[src/rtl/dhb_pkg.sv]
// Shared types and constants for the delta heartbeat encoder.
// Holds the transaction payload structs, frame type codes and frame layout.
// No dependencies.
`timescale 1ns / 1ps
`default_nettype none

package dhb_pkg;

    // Heartbeat sample carried by one input transaction
    typedef struct packed {
        logic [15:0]       device_short_id;
        logic [7:0]        status_code;
        logic [7:0]        battery_percent;
        logic signed [7:0] signal_strength;
        logic [15:0]       current_task;
    } t_hb_sample;

    // One frame byte carried by one output transaction
    typedef struct packed {
        logic [7:0] frame_byte;
        logic       frame_end;
    } t_frame_beat;

    localparam int FrameBytesMax = 8;
    localparam int ByteIdxW      = $clog2(FrameBytesMax);

    typedef logic [ByteIdxW-1:0] t_byte_idx;

    // Whole frame handed from the framer to the serializer
    typedef struct packed {
        logic [FrameBytesMax-1:0][7:0] bytes;
        t_byte_idx                     last_idx;
    } t_frame;

    // Frame type codes, header bits 7:6
    localparam logic [1:0] FT_NO_CHANGE = 2'd0;
    localparam logic [1:0] FT_BATTERY   = 2'd1;
    localparam logic [1:0] FT_STATUS    = 2'd2;
    localparam logic [1:0] FT_FULL      = 2'd3;

    // Index of the last byte for each frame type
    localparam t_byte_idx LAST_NO_CHANGE = t_byte_idx'(2);
    localparam t_byte_idx LAST_BATTERY   = t_byte_idx'(3);
    localparam t_byte_idx LAST_STATUS    = t_byte_idx'(4);
    localparam t_byte_idx LAST_FULL      = t_byte_idx'(7);

    localparam logic [7:0] INTERVAL_RESET = 8'd10;

endpackage

`default_nettype wire

[src/rtl/dhb_framer.sv]
// Frame builder: keeps the previous sample, sequence number and full-frame
// countdown, and turns one heartbeat sample into a complete frame.
// Depends on dhb_pkg.
`timescale 1ns / 1ps
`default_nettype none

module dhb_framer (
    input  wire logic               i_clk,
    input  wire logic               i_rst_n,
    input  wire logic               i_cfg_we,
    input  wire logic [7:0]         i_cfg_wdata,
    input  wire logic               i_load,
    input  wire dhb_pkg::t_hb_sample i_sample,
    output dhb_pkg::t_frame         o_frame
);
    import dhb_pkg::*;

    logic [7:0]  r_interval;
    logic [7:0]  r_countdown, n_countdown;
    logic [5:0]  r_seq;
    logic [7:0]  r_prev_status;
    logic [7:0]  r_prev_battery;
    logic [7:0]  r_prev_signal;
    logic [15:0] r_prev_task;

    logic [7:0]  cnt_dec;
    logic        is_full;
    logic        bat_chg, stat_chg, sig_chg, task_chg;
    logic [1:0]  frame_type;

    // Count down and compare against the stored sample
    always_comb begin
        cnt_dec  = r_countdown - 8'd1;
        is_full  = (cnt_dec == 8'd0);
        bat_chg  = (i_sample.battery_percent != r_prev_battery);
        stat_chg = (i_sample.status_code != r_prev_status);
        sig_chg  = ($unsigned(i_sample.signal_strength) != r_prev_signal);
        task_chg = (i_sample.current_task != r_prev_task);
        n_countdown = is_full ? r_interval : cnt_dec;
    end

    // Pick the frame type; forced full frame wins
    always_comb begin
        priority if (is_full) begin
            frame_type = FT_FULL;
        end else if (!bat_chg && !stat_chg && !sig_chg && !task_chg) begin
            frame_type = FT_NO_CHANGE;
        end else if (!stat_chg && !sig_chg && !task_chg) begin
            frame_type = FT_BATTERY;
        end else begin
            frame_type = FT_STATUS;
        end
    end

    // Lay out the frame bytes, least significant byte first
    always_comb begin
        o_frame          = '0;
        o_frame.bytes[0] = {frame_type, r_seq};
        o_frame.bytes[1] = i_sample.device_short_id[7:0];
        o_frame.bytes[2] = i_sample.device_short_id[15:8];
        unique case (frame_type)
            FT_NO_CHANGE: begin
                o_frame.last_idx = LAST_NO_CHANGE;
            end
            FT_BATTERY: begin
                o_frame.bytes[3] = i_sample.battery_percent;
                o_frame.last_idx = LAST_BATTERY;
            end
            FT_STATUS: begin
                o_frame.bytes[3] = i_sample.status_code;
                o_frame.bytes[4] = i_sample.battery_percent;
                o_frame.last_idx = LAST_STATUS;
            end
            default: begin
                o_frame.bytes[3] = i_sample.status_code;
                o_frame.bytes[4] = i_sample.battery_percent;
                o_frame.bytes[5] = $unsigned(i_sample.signal_strength);
                o_frame.bytes[6] = i_sample.current_task[7:0];
                o_frame.bytes[7] = i_sample.current_task[15:8];
                o_frame.last_idx = LAST_FULL;
            end
        endcase
    end

    // Hold the interval register; it only matters at the next reload
    always_ff @(posedge i_clk) begin
        if (!i_rst_n) begin
            r_interval <= INTERVAL_RESET;
        end else if (i_cfg_we) begin
            r_interval <= i_cfg_wdata;
        end
    end

    // Advance the encoder state on each accepted transaction
    always_ff @(posedge i_clk) begin
        if (!i_rst_n) begin
            r_countdown    <= INTERVAL_RESET;
            r_seq          <= '0;
            r_prev_status  <= '0;
            r_prev_battery <= '0;
            r_prev_signal  <= '0;
            r_prev_task    <= '0;
        end else if (i_load) begin
            r_countdown    <= n_countdown;
            r_seq          <= r_seq + 6'd1;
            r_prev_status  <= i_sample.status_code;
            r_prev_battery <= i_sample.battery_percent;
            r_prev_signal  <= $unsigned(i_sample.signal_strength);
            r_prev_task    <= i_sample.current_task;
        end
    end

endmodule

`default_nettype wire

[src/rtl/dhb_serializer.sv]
// Frame register and byte serializer: holds one built frame and presents
// it one byte per output transaction. Depends on dhb_pkg.
`timescale 1ns / 1ps
`default_nettype none

module dhb_serializer (
    input  wire logic            i_clk,
    input  wire logic            i_rst_n,
    input  wire logic            i_load,
    input  wire dhb_pkg::t_frame i_frame,
    output logic                 o_free,
    output logic                 o_valid,
    input  wire logic            i_stall,
    output dhb_pkg::t_frame_beat o_data
);
    import dhb_pkg::*;

    t_frame    r_frame;
    t_byte_idx r_idx;
    logic      r_busy;
    logic      is_last;
    logic      beat_taken;

    always_comb begin
        is_last           = (r_idx == r_frame.last_idx);
        beat_taken        = r_busy && !i_stall;
        o_valid           = r_busy;
        o_data.frame_byte = r_frame.bytes[r_idx];
        o_data.frame_end  = is_last;
        // Room for a new frame when empty or the last byte leaves now
        o_free            = !r_busy || (beat_taken && is_last);
    end

    // Load a new frame, or step to the next byte when one is taken
    always_ff @(posedge i_clk) begin
        if (!i_rst_n) begin
            r_busy <= 1'b0;
            r_idx  <= '0;
        end else if (i_load) begin
            r_busy <= 1'b1;
            r_idx  <= '0;
        end else if (beat_taken) begin
            if (is_last) begin
                r_busy <= 1'b0;
            end else begin
                r_idx <= r_idx + t_byte_idx'(1);
            end
        end
    end

    // Capture the frame payload
    always_ff @(posedge i_clk) begin
        if (i_load) begin
            r_frame <= i_frame;
        end
    end

endmodule

`default_nettype wire

[src/rtl/delta_heartbeat_encoder.sv]
// Top level of the delta heartbeat encoder.
// Instantiates dhb_framer and dhb_serializer; depends on dhb_pkg.
//
// Each heartbeat sample accepted on the input channel becomes one frame of
// 3, 4, 5 or 8 bytes, sent one byte per output transaction with frame_end
// set on the last byte. A frame is built in the cycle its sample is accepted
// and loaded into the frame register; bytes then leave at one per cycle
// while i_stall is low, and the input stays stalled until the last byte of
// the frame is taken. The next sample is accepted in the same cycle the
// last byte of the previous frame is taken, so frames follow each other without
// gaps. The full-frame interval register is written through i_cfg_we /
// i_cfg_wdata and takes effect at the next countdown reload.
`timescale 1ns / 1ps
`default_nettype none

module delta_heartbeat_encoder (
    input  wire logic                 i_clk,
    input  wire logic                 i_rst_n,
    input  wire logic                 i_cfg_we,
    input  wire logic [7:0]           i_cfg_wdata,
    input  wire logic                 i_valid,
    output logic                      o_stall,
    input  wire dhb_pkg::t_hb_sample  i_data,
    output logic                      o_valid,
    input  wire logic                 i_stall,
    output dhb_pkg::t_frame_beat      o_data
);
    import dhb_pkg::*;

    t_frame frame;
    logic   ser_free;
    logic   load;

    // Accept a transaction whenever the frame register can take a frame
    assign o_stall = !ser_free;
    assign load    = i_valid && ser_free;

    dhb_framer u_framer (
        .i_clk       (i_clk),
        .i_rst_n     (i_rst_n),
        .i_cfg_we    (i_cfg_we),
        .i_cfg_wdata (i_cfg_wdata),
        .i_load      (load),
        .i_sample    (i_data),
        .o_frame     (frame)
    );

    dhb_serializer u_serializer (
        .i_clk   (i_clk),
        .i_rst_n (i_rst_n),
        .i_load  (load),
        .i_frame (frame),
        .o_free  (ser_free),
        .o_valid (o_valid),
        .i_stall (i_stall),
        .o_data  (o_data)
    );

    // An accepted sample always produces output in the next cycle
    a_load_gives_output: assert property (@(posedge i_clk) disable iff (!i_rst_n)
        load |=> o_valid)
        else $error("accepted sample produced no output byte");

    // A frame never breaks off before its last byte
    a_frame_continues: assert property (@(posedge i_clk) disable iff (!i_rst_n)
        o_valid && !i_stall && !o_data.frame_end |=> o_valid)
        else $error("frame ended without frame_end");

    // Input is stalled only while a frame is pending
    a_stall_only_busy: assert property (@(posedge i_clk) disable iff (!i_rst_n)
        o_stall |-> o_valid)
        else $error("input stalled with no frame pending");

    // Hold a stalled output byte unchanged until it is taken
    a_stalled_byte_holds: assert property (@(posedge i_clk) disable iff (!i_rst_n)
        o_valid && i_stall |=> o_valid && $stable(o_data))
        else $error("stalled output byte changed");

endmodule

`default_nettype wire

[config.mk]
export PLATFORM = sky130hd
export DESIGN_NAME = delta_heartbeat_encoder
export DESIGN_NICKNAME = d
export VERILOG_FILES = /design/src/rtl/dhb_pkg.sv /design/src/rtl/dhb_framer.sv /design/src/rtl/dhb_serializer.sv /design/src/rtl/delta_heartbeat_encoder.sv
export SDC_FILE = /design/constraint.sdc
export NUM_CORES = 1
export LEC_CHECK = 0
export BUFFER_PORTS_ARGS = -buffer_cell sky130_fd_sc_hd__buf_4
export CAP_MARGIN = 10
export CORE_AREA = 2 2 104 106
export DETAILED_ROUTE_END_ITERATION = 6
export DIE_AREA = 0 0 106 108
export PLACE_DENSITY = 0.81
export SYNTH_ARGS = -nofsm -noshare
export SYNTH_HDL_FRONTEND = slang
export SYNTH_SLANG_ARGS = --single-unit
[constraint.sdc]
create_clock -name i_clk -period 8.8 [get_ports i_clk]
set_input_delay 1.32 -clock i_clk [delete_from_list [all_inputs] [get_ports i_clk]]
set_output_delay 1.32 -clock i_clk [all_outputs]
set_load 0.05 [all_outputs]
==> results of run 1 <==
## power groups by stage
stage	Combinational [uW]	Sequential (uW)	Clock [uW]
finish	154	700	669
CTS	153	701	674
global placement	147	712	0
floorplan	96.5	707	0
detailed placement	151	714	0
global route	168	704	694
## worst paths after layout
check / slack (ns) / cells past startpoint / from / to
worst max-delay path: 4.94 / 4 / u_serializer.r_idx[0]$_SDFFE_PP0P_ / o_data[1]
worst min-delay path: 0.45 / 0 / u_framer.r_seq[5]$_SDFFE_PN0P_ / u_serializer.r_frame[8]$_DFFE_PP_
worst max register to register: 5.42 / 8 / u_serializer.r_idx[0]$_SDFFE_PP0P_ / u_framer.r_prev_status[7]$_SDFFE_PN0P_
worst min register to register: 0.45 / 0 / u_framer.r_seq[5]$_SDFFE_PN0P_ / u_serializer.r_frame[8]$_DFFE_PP_
## critical path, cell delays in order, from the launching register on
cell and delay (ns):
dfxtp_1 0.74, buf_8 0.25, mux4_2 0.53, mux2_2 0.30
buf_4 0.19
## layer usage
| layer | up-vias | share of wire (%) | global-route usage (%) |
|---|---|---|---|
| met2 | 141 | 50 | 39.59 |
| met1 | 2008 | 44 | 32.99 |
| li1 | 1996 | - | - |
| met4 | 0 | 1.9 | 9.962 |
| met3 | 23 | 4.8 | 3.918 |
| met5 | - | 0 | 0 |
## cell usage after synthesis (2+ instances only)
| cell | instances |
|---|---|
| nand2_1 | 106 |
| dfxtp_1 | 66 |
| edfxtp_1 | 66 |
| a21boi_0 | 42 |
| xnor2_1 | 41 |
| and2_1 | 37 |
| clkbuf_1 | 20 |
| mux2i_1 | 18 |
| mux4_2 | 16 |
| inv_1 | 15 |
| nand4_1 | 11 |
| xor2_1 | 10 |
| mux2_2 | 9 |
| o21ai_0 | 9 |
| nor2b_1 | 8 |
| nor2_1 | 7 |
| a21oi_1 | 6 |
| nor4_1 | 6 |
| buf_1 | 5 |
| buf_6 | 4 |
| ha_1 | 4 |
| and3_1 | 3 |
| nand3_1 | 3 |
| a22oi_1 | 2 |
| buf_2 | 2 |
## logic make-up after synthesis
kind of cell    count (synthesis)  share of synthesized area [%]
compound gates                 68                          7.888
flops                         132                          54.51
buf+inv                        47                          3.510
xor+xnor                       51                          7.371
simple gates                  190                          15.30
mux                            43                          10.59
fa+ha+maj                       4                         0.8260
## registers in the layout, summed over array words and instances (netlist names)
signal and flops:
u_serializer.r_frame 66, u_framer.r_prev_task 16, u_framer.r_countdown 8, u_framer.r_interval 8
u_framer.r_prev_battery 8, u_framer.r_prev_signal 8, u_framer.r_prev_status 8, u_framer.r_seq 6
u_serializer.r_idx 3, u_serializer.o_valid 1
## final cells by class
cell class | instances | area (um^2) | share of cell area (%)
clock buffer | 19 | 431.7 | 5.921
clock inverter | 13 | 133.9 | 1.836
inverter | 15 | 58.81 | 0.8066
multi-input combinational | 356 | 2562 | 35.15
sequential | 132 | 3303 | 45.31
tap | 136 | 170.2 | 2.334
timing repair buffer | 83 | 630.6 | 8.649
## per-stage QoR
step,hold WS (ns),cell area (um^2)
3_3_place_gp,0.4356,6710
2_1_floorplan,0.4287,6060
6_report,0.4472,7291
4_1_cts,0.4468,7276
5_1_grt,0.4548,7291
3_5_place_dp,0.4407,6710
==> results.yml, run 1 <==
clocking:
  cts_sinks: 132
  clkTransAtPathRegs_ns: 0.06
  ctsHtreeMaxLevel: 4
  root_buffer: "clkbuf_8"
  cts_hold_buf: 0
  cts_tree: "yes"
  worst_skew_pair.late_latency_ns: 0.53
  post_cts_buffers: 0
  clock_path_buffers: 2
  cts_resized: 0
  cts_made_buffers: 17
detailed_routing:
  vias_per_cell: 5.528
  totalWireLength_mm: 13.23
  drtPass1Iterations: 6
  wl_per_cell_um: 17.54
  drtIter0Drc: 357
  vias: 4168
  drtAntennaViolNets: 0
  drc_errors: 0
sta:
  slew_violations: 0
  relSlewSlack_pct: 37.18
  final_hold_viol_count: 0
  fin_worst_skew_ns: 0.01371
  fmaxAchievable_mhz: 258.9
  tns_ns: 0
  rsz0062_at_grt: "false"
  fin_crit_sh_pct: 43.89
  setup_ws_ns: 4.938
  min_period_ns: 3.862
  setup_viol: 0
  tightest_slew_ns: 0.9337
power_and_ir_drop:
  power_switching_uw: 363.4
  combPwrFrac_pct: 10.1
  power_frac_seq_pct: 46.0
  p_clk_share_pct: 43.9
  irDropWorstVdd_v: 0.0001358
  p_int_uw: 1161
  power_density_nw_per_um2: 209.0
  p_sw_share_pct: 23.85
  power_uw: 1524
  p_leak_uw: 0.002858
cells_and_area:
  area_growth_pct: 20.32
  drive_above_1_share_pct: 23.30
  antenna_cells: 0
  layout_common_cells: "nand2_1 (106), buf_4 (82), dfxtp_1 (66), edfxtp_1 (66), a21boi_0 (42)"
  layout_commonest_cell: "nand2_1"
  n_fill_cell: 708
  final_util_pct: 71.26
  layout.nets: 678
  fin_cells: 754
critical_path:
  worst-path-max-fanout: 11
  cp-start-kind: "flop"
  critPathKind: "reg -> out"
  crit_path_end_kind: "output pin"
  cp.required_ns: 7.48
  worstPathArrival_ns: 2.54
yosys:
  synth.area.top_cells: "edfxtp_1 (33%), dfxtp_1 (22%), nand2_1 (6.6%), mux4_2 (5.9%), xnor2_1 (5.9%)"
  syn_avg_cell_area_um2: 11.33
  ys.flop_type: "edfxtp_1"
  ys_types: 44
  synth_area_leader_cell: "edfxtp_1"
  synth_area_um2: 6060
  ys_seq_area_share_pct: 54.51
  async_flop_share_pct: 0
  synth_fp_nets: 608
  synth_edf_count: 66
  synth.top_cell.area_share_pct: 32.71
  ys_ff_latch: 132
  yosys_warnings: 0
  syn_inst: 535
grt:
  grt_pass1_wl_mm: 20.75
  grt_antenna_before_repair: 0
  overflow: 0
  grt_max_degree: 82
  grt_use_total_pct: 24.34
  grt_pass1_vias: 3998
job:
  cap_violations: 0
place:
  hpwl_mm: 8.835
  gp_congestion: 0.8189
  pre_cts_ws_ns: 4.980
  portBuffers: 79
  dp_cells: 721
die:
  num_io_pins: 80
  die_y_um: 108
  start_util_pct: 59.23
  num_rows: 37
  die-area_um2: 11450
  core_area_um2: 10230
  die_x_um: 106
run_status:
  outcome: "complete, no violations"
min_path:
  holdCritPathClass: "reg -> reg"
(Power assumes the default switching activity.)
==> run 2: changes to the inputs <==
Settings changed: CORE_AREA 2 2 104 106 to 2 2 111 113, DIE_AREA 0 0 106 108 to 0 0 113 115, PLACE_DENSITY 0.81 to 0.75.
Clock period 8.8 ns to 3.3 ns, I/O delays scaled along.
==> results.yml, run 2 (synthesis gave the netlist of run 1 again) <==
run_status:
  outcome: "complete, but fails checks"
  violations: "design-rule violations"
critical_path:
  crit_end: "o_data[8]"
  r2r_start: "u_framer.r_countdown[0]$_SDFFE_PN0P_"
  cp-start-kind: "flop"
  cp.required_ns: 2.80
  max_stage_delay_ns: 0.64
  crit_path_end_kind: "output pin"
  r2r_cells: 7
  r2r_slack_ns: 0.79
  critPathKind: "reg -> out"
  critPathMostFrequentCell: "buf_4"
  crit_start: "u_serializer.r_idx[1]$_SDFFE_PP0P_"
  cp_cell_sequence: "buf_4 > mux4_2 > mux2_2 > buf_4"
  cp_slowest_cell: "dfxtp_1"
  cp_num_cells: 4
  worst-path-max-fanout: 11
  worstPathArrival_ns: 2.20
  critPathTopFamily: "multiplexers"
  rr_endpoint: "u_serializer.r_frame[42]$_SDFFCE_PP0P_"
  critical_path_buf_inv_count: 2
cells_and_area:
  area_growth_pct: 21.31
  n_fill_cell: 960
  final_util_pct: 62.24
  layout.nets: 684
  antenna_cells: 0
  fin_cells: 771
  layout_commonest_cell: "nand2_1"
  top_regs: "u_serializer.r_frame x66, u_framer.r_prev_task x16"
  regMostFlops: "u_serializer.r_frame"
  drive_above_1_share_pct: 23.24
  largest_reg_flops: 66
  layout_common_cells: "nand2_1 (106), buf_4 (88), dfxtp_1 (66), edfxtp_1 (66), a21boi_0 (42)"
power_and_ir_drop:
  irDropWorstVdd_v: 0.0003820
  p_leak_uw: 0.002891
  power_density_nw_per_um2: 555.3
  power_uw: 4082
die:
  core_area_um2: 11810
  die_y_um: 115
  start_util_pct: 51.30
  die-area_um2: 13000
  num_rows: 40
  num_io_pins: 80
  die_x_um: 113
clocking:
  cts_tree: "yes"
  worst_skew_pair.late_latency_ns: 0.42
  cts_sinks: 132
  post_cts_buffers: 0
  cts_hold_buf: 0
  ctsHtreeMaxLevel: 4
  root_buffer: "clkbuf_16"
  clock_path_buffers: 2
  clkTransAtPathRegs_ns: 0.06
  cts_resized: 0
  cts_made_buffers: 17
sta:
  final_hold_viol_count: 0
  fmaxAchievable_mhz: 371.5
  fin_worst_skew_ns: 0.006702
  relSlewSlack_pct: 57.24
  slew_violations: 0
  fin_crit_sh_pct: 81.56
  setup_viol: 0
  min_period_ns: 2.692
  setup_ws_ns: 0.6084
  tightest_slew_ns: 0.6371
  rsz0062_at_grt: "false"
  tns_ns: 0
place:
  pre_cts_ws_ns: 0.8038
  dp_cells: 739
  gp_congestion: 0.8162
  portBuffers: 79
  hpwl_mm: 9.372
detailed_routing:
  wl_per_cell_um: 17.53
  drtPass1Iterations: 7
  vias: 4165
  drtAntennaViolNets: 0
  totalWireLength_mm: 13.52
  drtIter0Drc: 357
  drc_errors: 7
  vias_per_cell: 5.402
grt:
  grt_use_total_pct: 21.54
  grt_max_degree: 66
  grt_pass1_wl_mm: 21.29
  grt_pass1_vias: 4093
  overflow: 0
  grt_antenna_before_repair: 0
min_path:
  hp-start: "i_data[51]"
  holdCritPathClass: "in -> reg"
job:
  cap_violations: 0
==> run 2: metrics by stage <==
step | cell area (um^2) | hold slack (ns)
after floorplan | 6061 | 0.4287
after global routing | 7351 | 0.2407
final | 7351 | 0.2537
after detailed placement | 6789 | 0.4420
after global placement | 6789 | 0.4363
after CTS | 7351 | 0.2407
==> run 2: layout make-up <==
type | instances | area (um^2) | area share [%]
sequential | 132 | 3303 | 44.94
timing repair buffer | 89 | 680.7 | 9.260
inverter | 15 | 58.81 | 0.8000
tap | 147 | 183.9 | 2.502
clock buffer | 22 | 454.2 | 6.179
clock inverter | 10 | 107.6 | 1.464
multi-input combinational | 356 | 2562 | 34.86
==> run 2: worst register-to-register path, stage by stage (launching register included) <==
cell and delay, ns:
dfxtp_1 0.36, inv_1 0.10, ha_1 0.21, or3b_4 0.42, or4_1 0.43, and3_1 0.19, nand3b_4 0.29, and2_1 0.25
==> run 2: worst min path at each step <==
stage,end,slack [ns],cells past startpoint
global route,u_serializer.r_frame[12]$_DFFE_PP_,0.24,1
floorplan,u_framer.r_countdown[0]$_SDFFE_PN0P_,0.43,2
global placement,u_serializer.r_frame[8]$_DFFE_PP_,0.44,0
detailed placement,u_serializer.r_frame[8]$_DFFE_PP_,0.44,0
CTS,u_serializer.r_frame[12]$_DFFE_PP_,0.24,1
finish,u_serializer.r_frame[22]$_DFFE_PP_,0.25,1
==> run 2: per-layer routing <==
layer	share of wire (%)	wire, um	track usage, %	vias up
met4	2.1	278	8.049	0
met5	0	0	0	-
li1	-	-	-	2007
met2	49	6679	35.69	115
met3	5.5	748	4.323	23
met1	43	5812	28.32	2020
==> run 2: report_power, final <==
part	switching (uW)	internal, uW
registers	49.7	1810
clock network	672	1120
logic	229	195
total	950	3130
